File: src/rtl/core/msp_pkg.sv
// msp_pkg: shared types, codes and default sizes for the multi-stack pool.
// No dependencies; imported by msp_seq and multi_stack_shared_pool_unit.
`default_nettype none

package msp_pkg;

   localparam int MSP_NUM_STACKS = 4;
   localparam int MSP_POOL_SLOTS = 16;

   localparam logic FUNC_PUSH = 1'b0;
   localparam logic FUNC_POP  = 1'b1;

   localparam logic [1:0] ST_OK    = 2'd0;
   localparam logic [1:0] ST_FULL  = 2'd1;
   localparam logic [1:0] ST_EMPTY = 2'd2;

   typedef struct packed {
      logic               func;
      logic [1:0]         stack_index;
      logic signed [31:0] push_value;
   } req_type;

   typedef struct packed {
      logic signed [31:0] pop_value;
      logic [1:0]         status;
   } rsp_type;

   typedef enum logic {
      SEQ_IDLE,
      SEQ_LOOK
   } seq_state_type;

   // sequencer to datapath
   typedef struct packed {
      logic accept;
      logic look;
   } seq_ctrl_type;

endpackage

`default_nettype wire

File: src/rtl/core/msp_ram.sv
// msp_ram: generic single-write, single-read RAM with registered read data.
// No package dependency.
`default_nettype none

module msp_ram #(
   parameter int WIDTH = 32,
   parameter int DEPTH = 16
) (
   input  wire logic                     clock,
   input  wire logic                     wr_en,
   input  wire logic [$clog2(DEPTH)-1:0] wr_addr,
   input  wire logic [WIDTH-1:0]         wr_data,
   input  wire logic                     rd_en,
   input  wire logic [$clog2(DEPTH)-1:0] rd_addr,
   output      logic [WIDTH-1:0]         rd_data
);

   logic [WIDTH-1:0] mem_ff [DEPTH];

   always_ff @(posedge clock) begin
      if (wr_en) begin
         mem_ff[wr_addr] <= wr_data;
      end
      if (rd_en) begin
         rd_data <= mem_ff[rd_addr];
      end
   end

endmodule

`default_nettype wire

File: src/rtl/core/msp_seq.sv
// msp_seq: two-step sequencer (look-up, then update) for one word at a time.
// Depends on msp_pkg.
`default_nettype none

module msp_seq import msp_pkg::*; (
   input  wire logic   clock,
   input  wire logic   reset,
   input  wire logic   start,
   output      logic   busy,
   output seq_ctrl_type ctrl
);

   seq_state_type state_ff, state_in;

   always_comb begin
      state_in = state_ff;
      unique case (state_ff)
         SEQ_IDLE: begin
            if (start) begin
               state_in = SEQ_LOOK;
            end
         end
         SEQ_LOOK: begin
            state_in = SEQ_IDLE;
         end
         default: begin
            state_in = SEQ_IDLE;
         end
      endcase
   end

   always_comb begin
      busy        = 1'b0;
      ctrl.accept = 1'b0;
      ctrl.look   = 1'b0;
      unique case (state_ff)
         SEQ_IDLE: begin
            ctrl.accept = start;
         end
         SEQ_LOOK: begin
            busy      = 1'b1;
            ctrl.look = 1'b1;
         end
         default: begin
            busy = 1'b0;
         end
      endcase
   end

   always_ff @(posedge clock) begin
      if (reset) begin
         state_ff <= SEQ_IDLE;
      end else begin
         state_ff <= state_in;
      end
   end

endmodule

`default_nettype wire

File: src/rtl/core/multi_stack_shared_pool_unit.sv
// multi_stack_shared_pool_unit: several LIFO stacks threaded through one slot pool.
// Depends on msp_pkg, msp_ram and msp_seq.
`default_nettype none

// Channel   Ports                       Direction  Handshake
// request   start, busy, req_data       in         taken when start & !busy
// response  rsp_valid, rsp_data         out        one-cycle strobe, no back-pressure
//
// For each word, the accept cycle issues the read of the chosen
// slot's link and data from the synchronous RAMs, the look cycle updates the
// heads and writes the RAMs, and the response appears in the following cycle,
// during which the next word may already be accepted.
// Reset (synchronous) empties all stacks and puts every slot on the free list.
// No clearing pass: a fill mark stands in for the initial link chain.
// The receiver cannot stall; every response is shown for exactly one cycle.

module multi_stack_shared_pool_unit import msp_pkg::*; #(
   parameter int NUM_STACKS = MSP_NUM_STACKS,
   parameter int POOL_SLOTS = MSP_POOL_SLOTS
) (
   input  wire logic    clock,
   input  wire logic    reset,
   input  wire logic    start,
   input  wire req_type req_data,
   output      logic    busy,
   output      logic    rsp_valid,
   output      rsp_type rsp_data
);

   localparam int AW = $clog2(POOL_SLOTS);           // slot address
   localparam int LW = $clog2(POOL_SLOTS + 1);       // link incl. null code
   localparam int SW = (NUM_STACKS > 1) ? $clog2(NUM_STACKS) : 1;
   localparam logic [LW-1:0] NIL = LW'(POOL_SLOTS);

   seq_ctrl_type ctrl;

   // head pointers
   logic [LW-1:0] stack_head_ff [NUM_STACKS];
   logic [LW-1:0] free_head_ff;
   // fill mark: slots at or above it have never had their link written,
   // so their link is taken as its initial value (slot number plus one), not read from the RAM
   logic [LW-1:0] fill_ff;

   // word in flight
   logic               op_func_ff;
   logic [SW-1:0]      op_stk_ff;
   logic signed [31:0] op_value_ff;
   logic [AW-1:0]      op_slot_ff;
   logic               op_ok_ff;
   logic               op_fresh_ff;

   logic    rsp_valid_ff;
   rsp_type rsp_data_ff, rsp_data_in;

   // accept-side decode
   logic          stk_in_range;
   logic [SW-1:0] stk_sel;
   logic [LW-1:0] top_link;
   logic [LW-1:0] pick_link;
   logic          pick_ok;

   // look-side
   logic [LW-1:0] link_q;
   logic [31:0]   data_q;
   logic [LW-1:0] link_rd;
   logic [LW-1:0] link_next;
   logic          do_write;
   logic          is_push;
   logic [LW-1:0] link_wr;

   msp_seq u_seq (
      .clock (clock),
      .reset (reset),
      .start (start),
      .busy  (busy),
      .ctrl  (ctrl)
   );

   assign stk_in_range = {30'd0, req_data.stack_index} < 32'(NUM_STACKS);
   assign stk_sel      = SW'(req_data.stack_index);
   assign top_link     = stk_in_range ? stack_head_ff[stk_sel] : NIL;
   assign pick_link    = (req_data.func == FUNC_POP) ? top_link : free_head_ff;
   assign pick_ok      = stk_in_range && (pick_link < NIL);

   always_ff @(posedge clock) begin
      if (ctrl.accept) begin
         op_func_ff  <= req_data.func;
         op_stk_ff   <= stk_sel;
         op_value_ff <= req_data.push_value;
         op_slot_ff  <= AW'(pick_link);
         op_ok_ff    <= pick_ok;
         op_fresh_ff <= (pick_link >= fill_ff);
      end
   end

   // untouched links read as their reset value; anything out of range is null
   assign link_rd   = op_fresh_ff ? (LW'(op_slot_ff) + LW'(1)) : link_q;
   assign link_next = (link_rd < NIL) ? link_rd : NIL;
   assign is_push   = (op_func_ff == FUNC_PUSH);
   assign do_write  = ctrl.look && op_ok_ff;
   assign link_wr   = is_push ? stack_head_ff[op_stk_ff] : free_head_ff;

   msp_ram #(
      .WIDTH (LW),
      .DEPTH (POOL_SLOTS)
   ) u_link_ram (
      .clock   (clock),
      .wr_en   (do_write),
      .wr_addr (op_slot_ff),
      .wr_data (link_wr),
      .rd_en   (ctrl.accept),
      .rd_addr (AW'(pick_link)),
      .rd_data (link_q)
   );

   msp_ram #(
      .WIDTH (32),
      .DEPTH (POOL_SLOTS)
   ) u_data_ram (
      .clock   (clock),
      .wr_en   (do_write && is_push),
      .wr_addr (op_slot_ff),
      .wr_data (op_value_ff),
      .rd_en   (ctrl.accept),
      .rd_addr (AW'(pick_link)),
      .rd_data (data_q)
   );

   // head and fill-mark updates
   always_ff @(posedge clock) begin
      if (reset) begin
         for (int i = 0; i < NUM_STACKS; i++) begin
            stack_head_ff[i] <= NIL;
         end
         free_head_ff <= '0;
         fill_ff      <= '0;
      end else if (do_write) begin
         if (is_push) begin
            // slot leaves the free list and becomes the new top
            free_head_ff             <= link_next;
            stack_head_ff[op_stk_ff] <= LW'(op_slot_ff);
            if (LW'(op_slot_ff) == fill_ff) begin
               fill_ff <= fill_ff + LW'(1);
            end
         end else begin
            // top slot goes back to the head of the free list
            stack_head_ff[op_stk_ff] <= link_next;
            free_head_ff             <= LW'(op_slot_ff);
         end
      end
   end

   always_comb begin
      rsp_data_in.pop_value = '0;
      if (op_ok_ff) begin
         rsp_data_in.status = ST_OK;
         if (!is_push) begin
            rsp_data_in.pop_value = data_q;
         end
      end else if (is_push) begin
         rsp_data_in.status = ST_FULL;
      end else begin
         rsp_data_in.status = ST_EMPTY;
      end
   end

   always_ff @(posedge clock) begin
      if (reset) begin
         rsp_valid_ff <= 1'b0;
      end else begin
         rsp_valid_ff <= ctrl.look;
      end
   end

   always_ff @(posedge clock) begin
      if (ctrl.look) begin
         rsp_data_ff <= rsp_data_in;
      end
   end

   assign rsp_valid = rsp_valid_ff;
   assign rsp_data  = rsp_data_ff;

endmodule

`default_nettype wire
File: config.mk
export PLATFORM = sky130hd
export DESIGN_NAME = multi_stack_shared_pool_unit
export DESIGN_NICKNAME = d
export VERILOG_FILES = /design/src/rtl/core/msp_pkg.sv /design/src/rtl/core/msp_ram.sv /design/src/rtl/core/msp_seq.sv /design/src/rtl/core/multi_stack_shared_pool_unit.sv
export SDC_FILE = /design/constraint.sdc
export NUM_CORES = 1
export LEC_CHECK = 0
export BUFFER_PORTS_ARGS = -buffer_cell sky130_fd_sc_hd__buf_2
export CORE_MARGIN = 2
export CORE_UTILIZATION = 35
export CTS_CLUSTER_DIAMETER = 150
export DETAILED_ROUTE_END_ITERATION = 10
export GPL_ROUTABILITY_DRIVEN = 1
export GPL_TIMING_DRIVEN = 0
export SYNTH_ARGS = -nofsm -noshare
export SYNTH_HDL_FRONTEND = slang
export SYNTH_HIERARCHICAL = 1
export SYNTH_SLANG_ARGS = --single-unit
File: constraint.sdc
create_clock -name clock -period 8.4 [get_ports clock]
set_clock_uncertainty 0.05 [all_clocks]
set_input_delay 0.42 -clock clock [delete_from_list [all_inputs] [get_ports clock]]
set_output_delay 0.42 -clock clock [all_outputs]
set_load 0.005 [all_outputs]
======== Yosys cells after proc, flatten, opt, wreduce, memory -nomap -nowiden ========
Memories as Yosys holds them, arrays and structs flattened. A register that Yosys moved wholly into a read port is not among the register bits.
Cells that the tools add are included.
Widths: inputs -> output; s select.
word-level totals
  memory bits (read-only) ................. 0
  latch bits .............................. 0
  register bits after elaboration ......... 87
  RAM bits ................................ 612
  memories kept ........................... 3
  word-level logic and storage cells ...... 58
memories
  memory             words  width  read ports  clocked after memory_dff  wr ports  RTL line                            RTL
  u_data_ram.mem_ff  16     32     1           1                         1         msp_ram.sv:18                       logic [WIDTH-1:0] mem_ff [DEPTH];
  u_link_ram.mem_ff  16     5      1           1                         1         msp_ram.sv:18
  stack_head_ff      4      5      2           1                         4         multi_stack_shared_pool_unit.sv:38  logic [LW-1:0] stack_head_ff [NUM_STACKS];
operators by class
  add/sub/neg operators ................... 2
  equal/unequal tests ..................... 1
  multiplexer cells ....................... 29
  shift operators ......................... 0
  order comparisons ....................... 3
  bitwise logic cells ..................... 3
  div/mod/pow operators ................... 0
  $mul .................................... 0
  reduce and logical (&&, ||, !) cells .... 5
operator list
  operator             count
  $mux 5               7
  $mux 1               18
  $lt 5x5->1 const B   2
  $mux 2               3
  $add 4x1->5 const B  1
  $add 5x1->5 const B  1
  $eq 4x5->1           1
  $ge 5x5->1           1
  $reduce_or 5->1      1
  $reduce_and 3->1     1
  $logic_and 1x1->1    2
  $not 1->1            2
  $pmux 1 s2           1
  $reduce_and 2->1     1
  $or 1x1->1           1

======== Depth between registers and ports, before layout ========
Gate-level depths: netlist of run 1.
  word-level depth ........................ 8
  gate-level depth with buffers ........... 9

======== Cells and area by module ========
Netlist of run 1, hierarchy kept.
by module, submodules not included
  module                        sequential area each (µm²)  times used  area each (µm²)  cells an instance
  msp_ram at u_data_ram         16335.7                     1           20174.3          838
  multi_stack_shared_pool_unit  3113.0                      1           4486.8           314
  msp_ram at u_link_ram         2552.4                      1           3263.1           155
  msp_seq                       20.0                        1           53.8             5

======== Least setup slack after synthesis of run 1 ========
OpenSTA, ideal clock, no wires.
  kind .................................... reg2reg
  from .................................... register u_seq.state_ff
  to ...................................... memory u_data_ram.mem_ff[0][0] (enable)
  buffers on the path ..................... 1
  slack ................................... 4075 ps
  data arrival time ....................... 3814 ps
  data required time ...................... 7889 ps
  stages on the path, launching flop included .. 6
  cell sequence ........................... dfxtp_1 buf_4 nand2_4 nor2_1 or3b_2 nor3_1
RTL lines
  what                    RTL line       RTL
  start, declared         msp_seq.sv:13  seq_state_type state_ff, state_in;
  start signal, assigned  msp_seq.sv:54  state_ff <= state_in;
  end, declared           msp_ram.sv:18

==> results.md, run 1 <==
* Run status: completed
* Crit path arrival time at 4.15 ns
* Commonest non-fill, non-tap cell in the layout: sky130_fd_sc_hd__edfxtp_1
* Global-route wire length before repair at 90800 um
* CTS tree: yes
* Placer congestion estimate at 0.792
* Antenna violations before repair at 2
* Synth top area share at 0.777
* Post-CTS setup buffer count at 0
* Worst setup slack after placement at 4.50 ns
* Count of distinct cell types in the synthesized netlist at 46
* Chip height at 287 um
* Worst skew pair latency at 0.63 ns
* Syn avg cell area at 21.3 um^2
* Total number of H-tree levels at 3
* Kind of end point of the critical path: flop
* Worst hold path type: in -> reg
* VDD IR max at 0.132 mV
* Number of core rows at 103
* Ys async rst share at 0
* Critical path data required time at 8.67 ns
* Total power at 7.94 mW
* Area delta synth->final at 17.9%
* Vias after detailed routing at 13600
* Post-route core utilization at 0.417
* Average wire per standard cell at 23.0 um
* Number of cells in the finished layout apart from fillers at 2634
* Post-layout minimum cycle time at 3.89 ns
* Overall die area at 82200 um^2
* Grt met2 use at 0.240
* Total nets after synthesis at 1357
* Design area at 33000 um^2
* YS warnings at 6
* Total power per unit cell area at 241 nW/um^2
* Final critical-path share of the clock period at 0.463
* TritonCTS Buffers at 75
* Post-synthesis sequential area ratio at 0.787
* Sink Count at 738
* Final setup margin at 4.51 ns
* Number of pins with negative max-slew slack in the final report at 0
* Floorplan core area at 79000 um^2
* Worst hold margin at 0.0917 ns
* Count of mapped cells out of synthesis at 1312
* Remaining global-route overflow at 0
* Post-route ant nets at 0
* Startpoint types: flop
* Instance area after placement at 30200 um^2
* Dominant cells by area after synthesis: sky130_fd_sc_hd__edfxtp_1, sky130_fd_sc_hd__mux4_2, sky130_fd_sc_hd__a22oi_1
* Setup repair after global routing missed its margin: false
* Highest clock frequency the design can meet at 257 MHz
* Placed Cells incl. Taps at 2460
* Maximum clock insertion buffer count at 3
* Maxcap violations at 0
* Final-stage net count at 1568
* Number of vias per cell at 5.17
* Primary FF master, synth: sky130_fd_sc_hd__edfxtp_1
* Number of filler cells placed in the layout at 6869
* Number of gates resized after cts at 0
* FF+latch count, synth at 738
* Dpl hpwl at 38400 um
* Commonest cells after routing, fill and taps aside: sky130_fd_sc_hd__edfxtp_1, sky130_fd_sc_hd__mux4_2, sky130_fd_sc_hd__buf_2
* Reported leakage power at 10.5 nW
* Initial detailed-routing violation count at 1203
* Category of the most critical setup path: reg -> reg
* Initial standard-cell utilization of the core at 0.354
* Met1 usage at 0.207
* Most Used Layer, Global Route: met2
* CTS clk-pin slew, worst paths at 0.06 ns
* Global-route met3 utilization at 0.0304
* Relative slew slack at 0.107
* Overall die width at 287 um
* Post-synthesis instance area at 28000 um^2
* Overall routed net length at 60600 um
* Highest fanout seen on the critical path at 36
* Count of port buffers added during placement at 73
* Drt pass-1 iters at 5
* Final count of hold timing violations at 0
* Worst Max-Slew Pin Slew at 1.34 ns
* Total negative setup slack at 0 ns
* Global-route total usage across every layer at 0.150
* Number of I/O pins at 74
* Fraction of layout instances using a drive strength above 1 at 0.267
* EDFF count, synth at 724
* Top cell type by total area after synthesis: sky130_fd_sc_hd__edfxtp_1
* Endpoints failing setup at 0
* Clock root buffer: sky130_fd_sc_hd__clkbuf_16
* Largest net degree at the start of global routing at 81
* Number of hold buffers added after cts at 36
* Number of global-route vias before repair at 14100
* Count of unresolved DRC violations after routing at 0
-- synthesized netlist by cell type, types with 4 or more instances --
library cell and number:
sky130_fd_sc_hd__a21oi_1 11, sky130_fd_sc_hd__nor2_1 51, sky130_fd_sc_hd__and3_2 4, sky130_fd_sc_hd__and3_1 28, sky130_fd_sc_hd__nand2_1 70, sky130_fd_sc_hd__xnor2_1 4
sky130_fd_sc_hd__dfxtp_1 14, sky130_fd_sc_hd__buf_4 14, sky130_fd_sc_hd__nor3_1 9, sky130_fd_sc_hd__mux2_2 6, sky130_fd_sc_hd__inv_1 10, sky130_fd_sc_hd__nand3_1 14
sky130_fd_sc_hd__ha_1 7, sky130_fd_sc_hd__mux2i_1 4, sky130_fd_sc_hd__nand2b_1 9, sky130_fd_sc_hd__mux4_2 158, sky130_fd_sc_hd__nor2b_1 10, sky130_fd_sc_hd__a22oi_1 70
sky130_fd_sc_hd__nand3b_1 6, sky130_fd_sc_hd__buf_2 7, sky130_fd_sc_hd__buf_1 9, sky130_fd_sc_hd__edfxtp_1 724, sky130_fd_sc_hd__o21ai_0 8, sky130_fd_sc_hd__clkbuf_1 32
-- critical path: stages, from the launching register on --
cell	delay, ns
sky130_fd_sc_hd__dfxtp_1	0.38
sky130_fd_sc_hd__buf_4	0.56
sky130_fd_sc_hd__nand2_4	0.20
sky130_fd_sc_hd__nor2_1	0.42
sky130_fd_sc_hd__or3b_2	0.62
sky130_fd_sc_hd__nor3_2	0.85
sky130_fd_sc_hd__buf_6	0.28
sky130_fd_sc_hd__buf_6	0.19
-- power breakdown --
part	switching, mW	internal (mW)	total, mW
clock network	1.38	1.93	3.30
registers	0.0604	4.12	4.18
logic	0.257	0.197	0.454
-- per-layer routing --
layer / part of all wire / up-vias
met4: 0.023 / 0
met5: 0 / -
met2: 0.48 / 470
li1: - / 5881
met3: 0.068 / 106
met1: 0.43 / 7169
-- state kept, by name, summed over array words and instances (netlist names), 4 cells and up, named ones only --
| register | cells |
|---|---|
| u_link_ram/rd_data | 5 |
| op_slot_ff | 4 |
| u_data_ram/mem_ff | 512 |
| u_link_ram/mem_ff | 80 |
| u_data_ram/rd_data | 32 |
| fill_ff | 5 |
| rsp_data | 34 |
| stack_head_ff | 20 |
| op_value_ff | 32 |
| free_head_ff | 5 |
-- path summary, 6_finish.rpt --
path | from | end | slack [ns] | depth (start not counted)
setup / recovery | u_seq/state_ff$_SDFF_PP0_ | u_data_ram/mem_ff[0][14]$_DFFE_PP_ | 4.51 | 7
hold / removal | req_data[33] | op_stk_ff[1]$_DFFE_PP_ | 0.09 | 1
setup reg to reg | u_seq/state_ff$_SDFF_PP0_ | u_data_ram/mem_ff[0][14]$_DFFE_PP_ | 4.51 | 7
hold reg to reg | fill_ff[4]$_SDFFE_PP0P_ | fill_ff[4]$_SDFFE_PP0P_ | 0.50 | 2
-- cell families after synthesis --
| family | count (synthesis) | share of synthesized area |
|---|---|---|
| flops | 738 | 0.787 |
| mux | 168 | 0.131 |
| simple gates | 217 | 0.0383 |
| xor+xnor | 4 | 0.00125 |
| buf+inv | 76 | 0.0134 |
| fa+ha+maj | 7 | 0.00313 |
| compound gates | 102 | 0.0258 |
-- final cells by class --
| type | count | area (um^2) | area share |
|---|---|---|---|
| sequential | 738 | 22000 | 0.668 |
| multi-input combinational | 498 | 5690 | 0.173 |
| clock buffer | 93 | 2010 | 0.0609 |
| tap | 1050 | 1310 | 0.0398 |
| timing repair buffer | 134 | 1120 | 0.0338 |
| clock inverter | 44 | 452 | 0.0137 |
| buffer | 65 | 328 | 0.00994 |
| inverter | 11 | 46.3 | 0.00140 |
| antenna | 1 | 2.50 | 0.0000759 |
Power figures use the tool's default switching activity.
==> run 2: changes to the inputs <==
--- a/config.mk
+++ b/config.mk
@@ -5,6 +5,7 @@
 export SDC_FILE = /design/constraint.sdc
 export NUM_CORES = 1
 export LEC_CHECK = 0
+export ABC_AREA = 1
 export BUFFER_PORTS_ARGS = -buffer_cell sky130_fd_sc_hd__buf_2
 export CORE_MARGIN = 2
 export CORE_UTILIZATION = 35
==> constraint.sdc (replaced) <==
create_clock -name clock -period 3.4 [get_ports clock]
set_clock_uncertainty 0.05 [all_clocks]
set_input_delay 0.17 -clock clock [delete_from_list [all_inputs] [get_ports clock]]
set_output_delay 0.17 -clock clock [all_outputs]
set_load 0.005 [all_outputs]
==> run 2 against run 1 <==
Against the previous run: routed wire length is 37% higher; core utilization is 0.75 points lower; final cell count is 66% higher; cell area is 12% higher; flip-flop and latch count stayed put; sequential power is 150% higher; critical endpoint is now u_data_ram/rd_data[17]$_DFFE_PP_; critical path type is now in -> reg.
==> results.md, run 2 <==
* Number of core rows at 110
* Maximum clock insertion buffer count at 3
* Average wire per standard cell at 19.0 um
* Chip height at 304 um
* CTS tree: yes
* Dpl hpwl at 53100 um
* Placer congestion estimate at 0.825
* Setup repair after global routing missed its margin: false
* Post-layout minimum cycle time at 3.21 ns
* Simple-gate share of the synthesized area at 0.193
* Most common cell in the netlist: sky130_fd_sc_hd__nand2_1
* Endpoints failing setup at 0
* Relative slew slack at 0.193
* Reg with most FFs: u_data_ram/mem_ff
* Total nets after synthesis at 2960
* Synth top area share at 0.689
* FF+latch count, synth at 738
* Number of flip-flops under the largest register name at 512
* Worst skew pair latency at 0.63 ns
* Largest net degree at the start of global routing at 82
* Combinational family with the most area after synthesis: simple AND/OR/NAND/NOR gates
* Syn avg cell area at 10.8 um^2
* Setup slack of the most critical reg-to-reg path at 0.29 ns
* Total number of H-tree levels at 3
* Area delta synth->final at 16.6%
* Clock root buffer: sky130_fd_sc_hd__clkbuf_16
* Ys async rst share at 0
* Post-route ant nets at 0
* Global-route total usage across every layer at 0.177
* Remaining global-route overflow at 0
* Count of port buffers added during placement at 73
* Number of vias per cell at 4.74
* Highest signal layer in the routed design: met4
* Crit path arrival time at 3.52 ns
* CTS clk-pin slew, worst paths at 0.06 ns
* Met1 layer wirelength in the final routing at 35000 um
* Commonest cells after routing, fill and taps aside: sky130_fd_sc_hd__nand2_1, sky130_fd_sc_hd__edfxtp_1, sky130_fd_sc_hd__inv_1
* Dominant cells by area after synthesis: sky130_fd_sc_hd__edfxtp_1, sky130_fd_sc_hd__nand2_1, sky130_fd_sc_hd__nand3_1
* Count of mapped cells out of synthesis at 2915
* Number of I/O pins at 74
* Top cell type by total area after synthesis: sky130_fd_sc_hd__edfxtp_1
* Global-route wire length before repair at 123000 um
* Count of unresolved DRC violations after routing at 0
* Antenna violations before repair at 0
* Post-synthesis sequential area ratio at 0.698
* Critical path data required time at 3.71 ns
* Highest fanout seen on the critical path at 10
* Synthesized-area fraction occupied by xor and xnor cells at 0.000833
* Maxcap violations at 0
* Fraction of layout instances using a drive strength above 1 at 0.125
* Floorplan core area at 89700 um^2
* Length of routed met2 wiring at 40200 um
* Sink Count at 738
* Worst Max-Slew Pin Slew at 1.21 ns
* Startpoint types: primary input
* EDFF count, synth at 724
* Number of pins with negative max-slew slack in the final report at 0
* Final count of hold timing violations at 0
* Overall die width at 304 um
* VDD IR max at 0.356 mV
* Total power per unit cell area at 554 nW/um^2
* Top cells by instance count after synthesis: sky130_fd_sc_hd__nand2_1, sky130_fd_sc_hd__edfxtp_1, sky130_fd_sc_hd__inv_1
* Detailed route wirelength on metal3 at 5160 um
* Run status: completed
* Count of distinct cell types in the synthesized netlist at 43
* Final critical-path share of the clock period at 0.945
* Post-CTS setup buffer count at 0
* Overall die area at 92500 um^2
* Highest clock frequency the design can meet at 311 MHz
* Worst hold margin at 0.169 ns
* Initial standard-cell utilization of the core at 0.352
* Vias after detailed routing at 20700
* Commonest non-fill, non-tap cell in the layout: sky130_fd_sc_hd__nand2_1
* # diodes at 0
* Reported leakage power at 15.2 nW
* Primary FF master, synth: sky130_fd_sc_hd__edfxtp_1
* Drt pass-1 iters at 6
* Overall routed net length at 82900 um
* Multiplexer fraction of the synthesized cell area at 0.000357
* Post-synthesis instance area at 31500 um^2
* Post-synthesis adder-cell area fraction at 0.00278
* YS warnings at 6
* Post-route core utilization at 0.410
* Kind of end point of the critical path: flop
* Category of the most critical setup path: in -> reg
* Final-stage net count at 3171
* Initial detailed-routing violation count at 1627
* Number of global-route vias before repair at 19800
* Share of the synthesized area in compound gates (AO/OA/AOI/OAI) at 0.0133
* TritonCTS Buffers at 81
* Worst hold path type: in -> reg
## run 2: cell count changes after synthesis, moves of 10 or more
cell,previous run,this run
sky130_fd_sc_hd__nand3_1,14,452
sky130_fd_sc_hd__buf_6,3,34
sky130_fd_sc_hd__nor2b_1,10,0
sky130_fd_sc_hd__inv_2,0,40
sky130_fd_sc_hd__clkbuf_1,32,22
sky130_fd_sc_hd__nand2_1,70,834
sky130_fd_sc_hd__nand2_2,0,15
sky130_fd_sc_hd__buf_2,7,49
sky130_fd_sc_hd__o21ai_0,8,18
sky130_fd_sc_hd__a22oi_1,70,0
sky130_fd_sc_hd__inv_1,10,489
sky130_fd_sc_hd__nor2_1,51,102
sky130_fd_sc_hd__mux4_2,158,0
sky130_fd_sc_hd__and3_1,28,1
## run 2: metrics by stage
stage	setup WS [ns]	instances	TNS, ns	instance area (um^2)	power, mW
3_3_place_gp	-1.75	4164	-794.83	33400	12.2
6_report	0.188	4365	0	36800	20.4
2_1_floorplan	0.390	2915	0	31500	11.5
3_5_place_dp	-0.358	4182	-4.21	33900	12.2
4_1_cts	0.0200	4365	0	36800	20.6
5_1_grt	0.0746	4365	0	36800	21.1
## run 2: timing repair
action | CTS | global route
hold buffers | 37 | 0
setup endpoints to repair | 1 | 18
endpoints found under the hold margin | 41 | 0
gates resized for setup | 1 | 2
## run 2: layout make-up
cell class	count	area, um^2
Clock inverter	50	355
Inverter	532	2000
Clock buffer	96	2150
Fill cell	8537	52900
Multi-Input combinational cell	1510	6790
Sequential cell	738	22000
Tap cell	1176	1470
Timing Repair Buffer	128	1100
Buffer	135	897
## run 2: kinds of logic after synthesis
kind of cell    Yosys count
simple gates           1429
mux                       1
flops                   738
buf+inv                 667
compound gates           70
fa+ha+maj                 7
xor+xnor                  3
## run 2: final timing paths
check | from | end | cells past startpoint
worst max-delay path | req_data[34] | u_data_ram/rd_data[17]$_DFFE_PP_ | 10
worst min-delay path | req_data[32] | flop | 5
worst max register to register | stack_head_ff[1][2]$_SDFFCE_PN0P_ | u_data_ram/rd_data[17]$_DFFE_PP_ | 9
worst min register to register | free_head_ff[4]$_SDFFE_PP0N_ | free_head_ff[4]$_SDFFE_PP0N_ | 2
## run 2: where the power goes
part,switching (mW),leakage [nW],internal (mW),total (mW)
clock network,3.56,1.23,4.74,8.30
registers,0.146,6.72,10.2,10.3
logic,1.23,7.26,0.523,1.75
total,4.94,15.2,15.5,20.4
## run 2: critical path: stages
cell	delay, ns
sky130_fd_sc_hd__dlygate4sd3_1	0.52
sky130_fd_sc_hd__buf_2	0.14
sky130_fd_sc_hd__clkbuf_1	0.40
sky130_fd_sc_hd__nor2_1	0.10
sky130_fd_sc_hd__a31oi_2	0.54
sky130_fd_sc_hd__buf_2	0.42
sky130_fd_sc_hd__buf_1	0.68
sky130_fd_sc_hd__nand3_1	0.19
sky130_fd_sc_hd__nand3_1	0.19
sky130_fd_sc_hd__nand2_1	0.15
## run 2: layer usage
layer	track usage	vias to the layer above
met5	0	-
met2	0.299	643
li1	-	9928
met4	0.0592	0
met1	0.233	9972
met3	0.0263	148
==> run 3: changes to the inputs <==
--- a/config.mk
+++ b/config.mk
@@ -15,5 +15,4 @@
 export GPL_TIMING_DRIVEN = 0
 export SYNTH_ARGS = -nofsm -noshare
 export SYNTH_HDL_FRONTEND = slang
-export SYNTH_HIERARCHICAL = 1
 export SYNTH_SLANG_ARGS = --single-unit
==> run 3 against run 2 <==
Against the previous run: first-iteration DRC count rose by 52%; critical path depth fell by 3; core utilization rose by 0.90 points; final cell count rose by 0.64%; clock power rose by 0.6%; cell area rose by 2.8%; sequential share of layout area fell by 1.6 points; power rose by 1.0%; fmax rose by 5.6%; critical path type is now reg -> reg; worst hold slack improved by 0.011 ns.
==> results.md, run 3 <==
* Run status: completed
* Area delta synth->final at 18.5%
* Top cell type by total area after synthesis: sky130_fd_sc_hd__edfxtp_1
* Cell Int Power at 15.4 mW
* Count of distinct cell types in the synthesized netlist at 32
* Placed Cells incl. Taps at 4198
* Total power per unit cell area at 544 nW/um^2
* Final-stage net count at 3208
* Crit path arrival time at 3.37 ns
* Number of pins with negative max-slew slack in the final report at 0
* Switching part of the total power at 0.250
* Post-route core utilization at 0.419
* EDFF count, synth at 724
* End point of the worst hold path: op_value_ff[8]$_DFFE_PP_
* Hold wc startpoint: req_data[8]
* Critical-path cell list: nand2_2 -> clkinv_1 -> nand2_2 -> buf_1 -> nor3_4 -> buf_16 -> buf_16
* Reported leakage power at 15.3 nW
* Remaining global-route overflow at 0
* Setup slack of the most critical reg-to-reg path at 0.36 ns
* Count of mapped cells out of synthesis at 2900
* Area of the multi-input gates at 7100 um^2
* FF+latch count, synth at 738
* Critical path's slowest cell: sky130_fd_sc_hd__buf_1
* Initial standard-cell utilization of the core at 0.354
* Power share of the combinational group at 0.093
* Reg with most FFs: u_data_ram.mem_ff
* YS warnings at 0
* Post-route ant nets at 0
* Number of flip-flops under the largest register name at 512
* Post-layout minimum cycle time at 3.04 ns
* CTS tree: yes
* Final critical-path share of the clock period at 0.895
* Setup repair after global routing missed its margin: false
* Worst r2r src: u_seq.state_ff$_SDFF_PP0_
* Commonest non-fill, non-tap cell in the layout: sky130_fd_sc_hd__edfxtp_1
* Antenna violations before repair at 0
* Fraction of layout instances using a drive strength above 1 at 0.122
* Chip height at 306 um
* CTS clk-pin slew, worst paths at 0.06 ns
* Syn avg cell area at 11.0 um^2
* Overall die width at 306 um
* Total nets after synthesis at 2948
* Kind of end point of the critical path: flop
* Total negative setup slack at 0 ns
* Number of filler cells placed in the layout at 8415
* Number of I/O pins at 74
* Dpl hpwl at 64100 um
* Worst skew pair latency at 0.65 ns
* Synth top area share at 0.681
* Initial detailed-routing violation count at 2470
* VDD IR max at 0.339 mV
* Highest fanout seen on the critical path at 17
* Dominant cells by area after synthesis: sky130_fd_sc_hd__edfxtp_1, sky130_fd_sc_hd__nand3_1, sky130_fd_sc_hd__inv_1
* Worst hold path type: in -> reg
* Sink Count at 738
* Worst Max-Slew Pin Slew at 1.18 ns
* NetSw at 5.15 mW
* Overall die area at 93700 um^2
* Total number of H-tree levels at 3
* Count of unresolved DRC violations after routing at 0
* Total power at 20.6 mW
* Number of cells in the finished layout apart from fillers at 4393
* Number of global-route vias before repair at 21300
* Highest clock frequency the design can meet at 329 MHz
* Cells on worst reg2reg path at 7
* TritonCTS Buffers at 81
* Category of the most critical setup path: reg -> reg
* Buf+Inv Stages, Crit Path at 4
* Maximum clock insertion buffer count at 3
* # diodes at 0
* Power share of the sequential group at 0.502
* Global-route total usage across every layer at 0.201
* Commonest cells after routing, fill and taps aside: sky130_fd_sc_hd__edfxtp_1, sky130_fd_sc_hd__nand3_1, sky130_fd_sc_hd__inv_1
* Placer congestion estimate at 0.872
* Overall routed net length at 94900 um
* Hold Path Stages at 2
* Critical path's largest stage delay at 0.91 ns
* Average wire per standard cell at 21.6 um
* Ys async rst share at 0
* Final count of hold timing violations at 0
* Critical path data required time at 3.73 ns
* Kind of cell adding the most delay to the critical path: buffers and inverters
* Count of port buffers added during placement at 73
* Number of vias per cell at 5.06
* Startpoint types: flop
* Clock root buffer: sky130_fd_sc_hd__clkbuf_16
* Most common cell in the netlist: sky130_fd_sc_hd__edfxtp_1
* Floorplan core area at 90300 um^2
* Largest net degree at the start of global routing at 42
* Vias after detailed routing at 22200
* Relative slew slack at 0.213
* Share of total power in the clock network at 0.405
* Post-synthesis sequential area ratio at 0.690
* Global-route wire length before repair at 138000 um
* Primary FF master, synth: sky130_fd_sc_hd__edfxtp_1
* Area occupied by registers at 22000 um^2
* Worst R2R End: u_data_ram.mem_ff[7][2]$_DFFE_PP_
* Top cells by instance count after synthesis: sky130_fd_sc_hd__edfxtp_1, sky130_fd_sc_hd__nand3_1, sky130_fd_sc_hd__inv_1
* Number of core rows at 110
* Drt pass-1 iters at 6
* Endpoints failing setup at 0
* Post-synthesis instance area at 31900 um^2
* Maxcap violations at 0
## run 3: final cells by class
class / count / share of cell area
Inverter: 571 / 0.0567
Multi-Input combinational cell: 1424 / 0.188
Buffer: 167 / 0.0217
Timing Repair Buffer: 177 / 0.0475
Sequential cell: 738 / 0.582
Clock buffer: 97 / 0.0557
Clock inverter: 43 / 0.00953
Tap cell: 1176 / 0.0389
## run 3: how the worst max path moves through the flow
stage                                    startpoint                                  to  slack [ns]  cells past startpoint
final                     u_seq.state_ff$_SDFF_PP0_   u_data_ram.mem_ff[7][2]$_DFFE_PP_        0.36                      7
after global routing      u_seq.state_ff$_SDFF_PP0_   u_data_ram.mem_ff[7][2]$_DFFE_PP_        0.24                      7
after CTS                 u_seq.state_ff$_SDFF_PP0_  u_data_ram.mem_ff[11][0]$_DFFE_PP_        0.06                      6
after detailed placement  u_seq.state_ff$_SDFF_PP0_  u_data_ram.mem_ff[6][12]$_DFFE_PP_       -0.23                      6
after global placement    u_seq.state_ff$_SDFF_PP0_  u_data_ram.mem_ff[4][13]$_DFFE_PP_       -4.69                      4
after floorplan           u_seq.state_ff$_SDFF_PP0_   u_data_ram.mem_ff[0][0]$_DFFE_PP_       -0.55                      4
## run 3: worst reg2reg max path, stage by stage, from the launching register on
cell	delay, ns
sky130_fd_sc_hd__dfxtp_4	0.45
sky130_fd_sc_hd__nand2_2	0.22
sky130_fd_sc_hd__clkinv_1	0.29
sky130_fd_sc_hd__nand2_2	0.31
sky130_fd_sc_hd__buf_1	0.91
sky130_fd_sc_hd__nor3_4	0.15
sky130_fd_sc_hd__buf_16	0.24
sky130_fd_sc_hd__buf_16	0.17
## run 3: metal layers
metal	up-vias	track usage	wire length, um
li1	10300	-	-
met2	1153	0.326	44100
met1	10600	0.265	38500
met4	0	0.0766	3170
met3	209	0.0415	9150
met5	-	0	0
## run 3: through the flow
| stage | setup slack [ns] | hold WS, ns | instance area (um^2) |
|---|---|---|---|
| CTS | 0.0584 | 0.156 | 37800 |
| global route | 0.244 | 0.178 | 37800 |
| detailed placement | -0.227 | 0.299 | 34800 |
| floorplan | -0.548 | 0.185 | 32000 |
| finish | 0.357 | 0.179 | 37800 |
| global placement | -4.69 | 0.299 | 33900 |
## run 3: kinds of logic after synthesis
group                      count (synthesis)  share of synthesized area
and+or+nand+nor                         1326                      0.199
xor gates and xnor gates                   3                   0.000823
adders and majority gates                 10                    0.00392
DFF                                      738                      0.690
AOI/OAI and AO/OA                         85                     0.0142
buffers and inverters                    738                     0.0928
## run 3: what timing repair did
item / CTS / global route
endpoints found under the setup margin: 109 / 51
buffers inserted: 15 / 3
hold buffers: 37 / 0
endpoints found under the hold margin: 44 / 0
resized for setup: 0 / 1
pin swaps: 5 / 2
## run 3: power groups by stage
stage | clock network [mW] | logic (mW) | registers, mW
floorplan | 0 | 1.06 | 10.5
global placement | 0 | 1.79 | 10.5
finish | 8.35 | 1.91 | 10.3
detailed placement | 0 | 1.85 | 10.5
global route | 8.83 | 2.06 | 10.4
CTS | 8.47 | 1.89 | 10.3
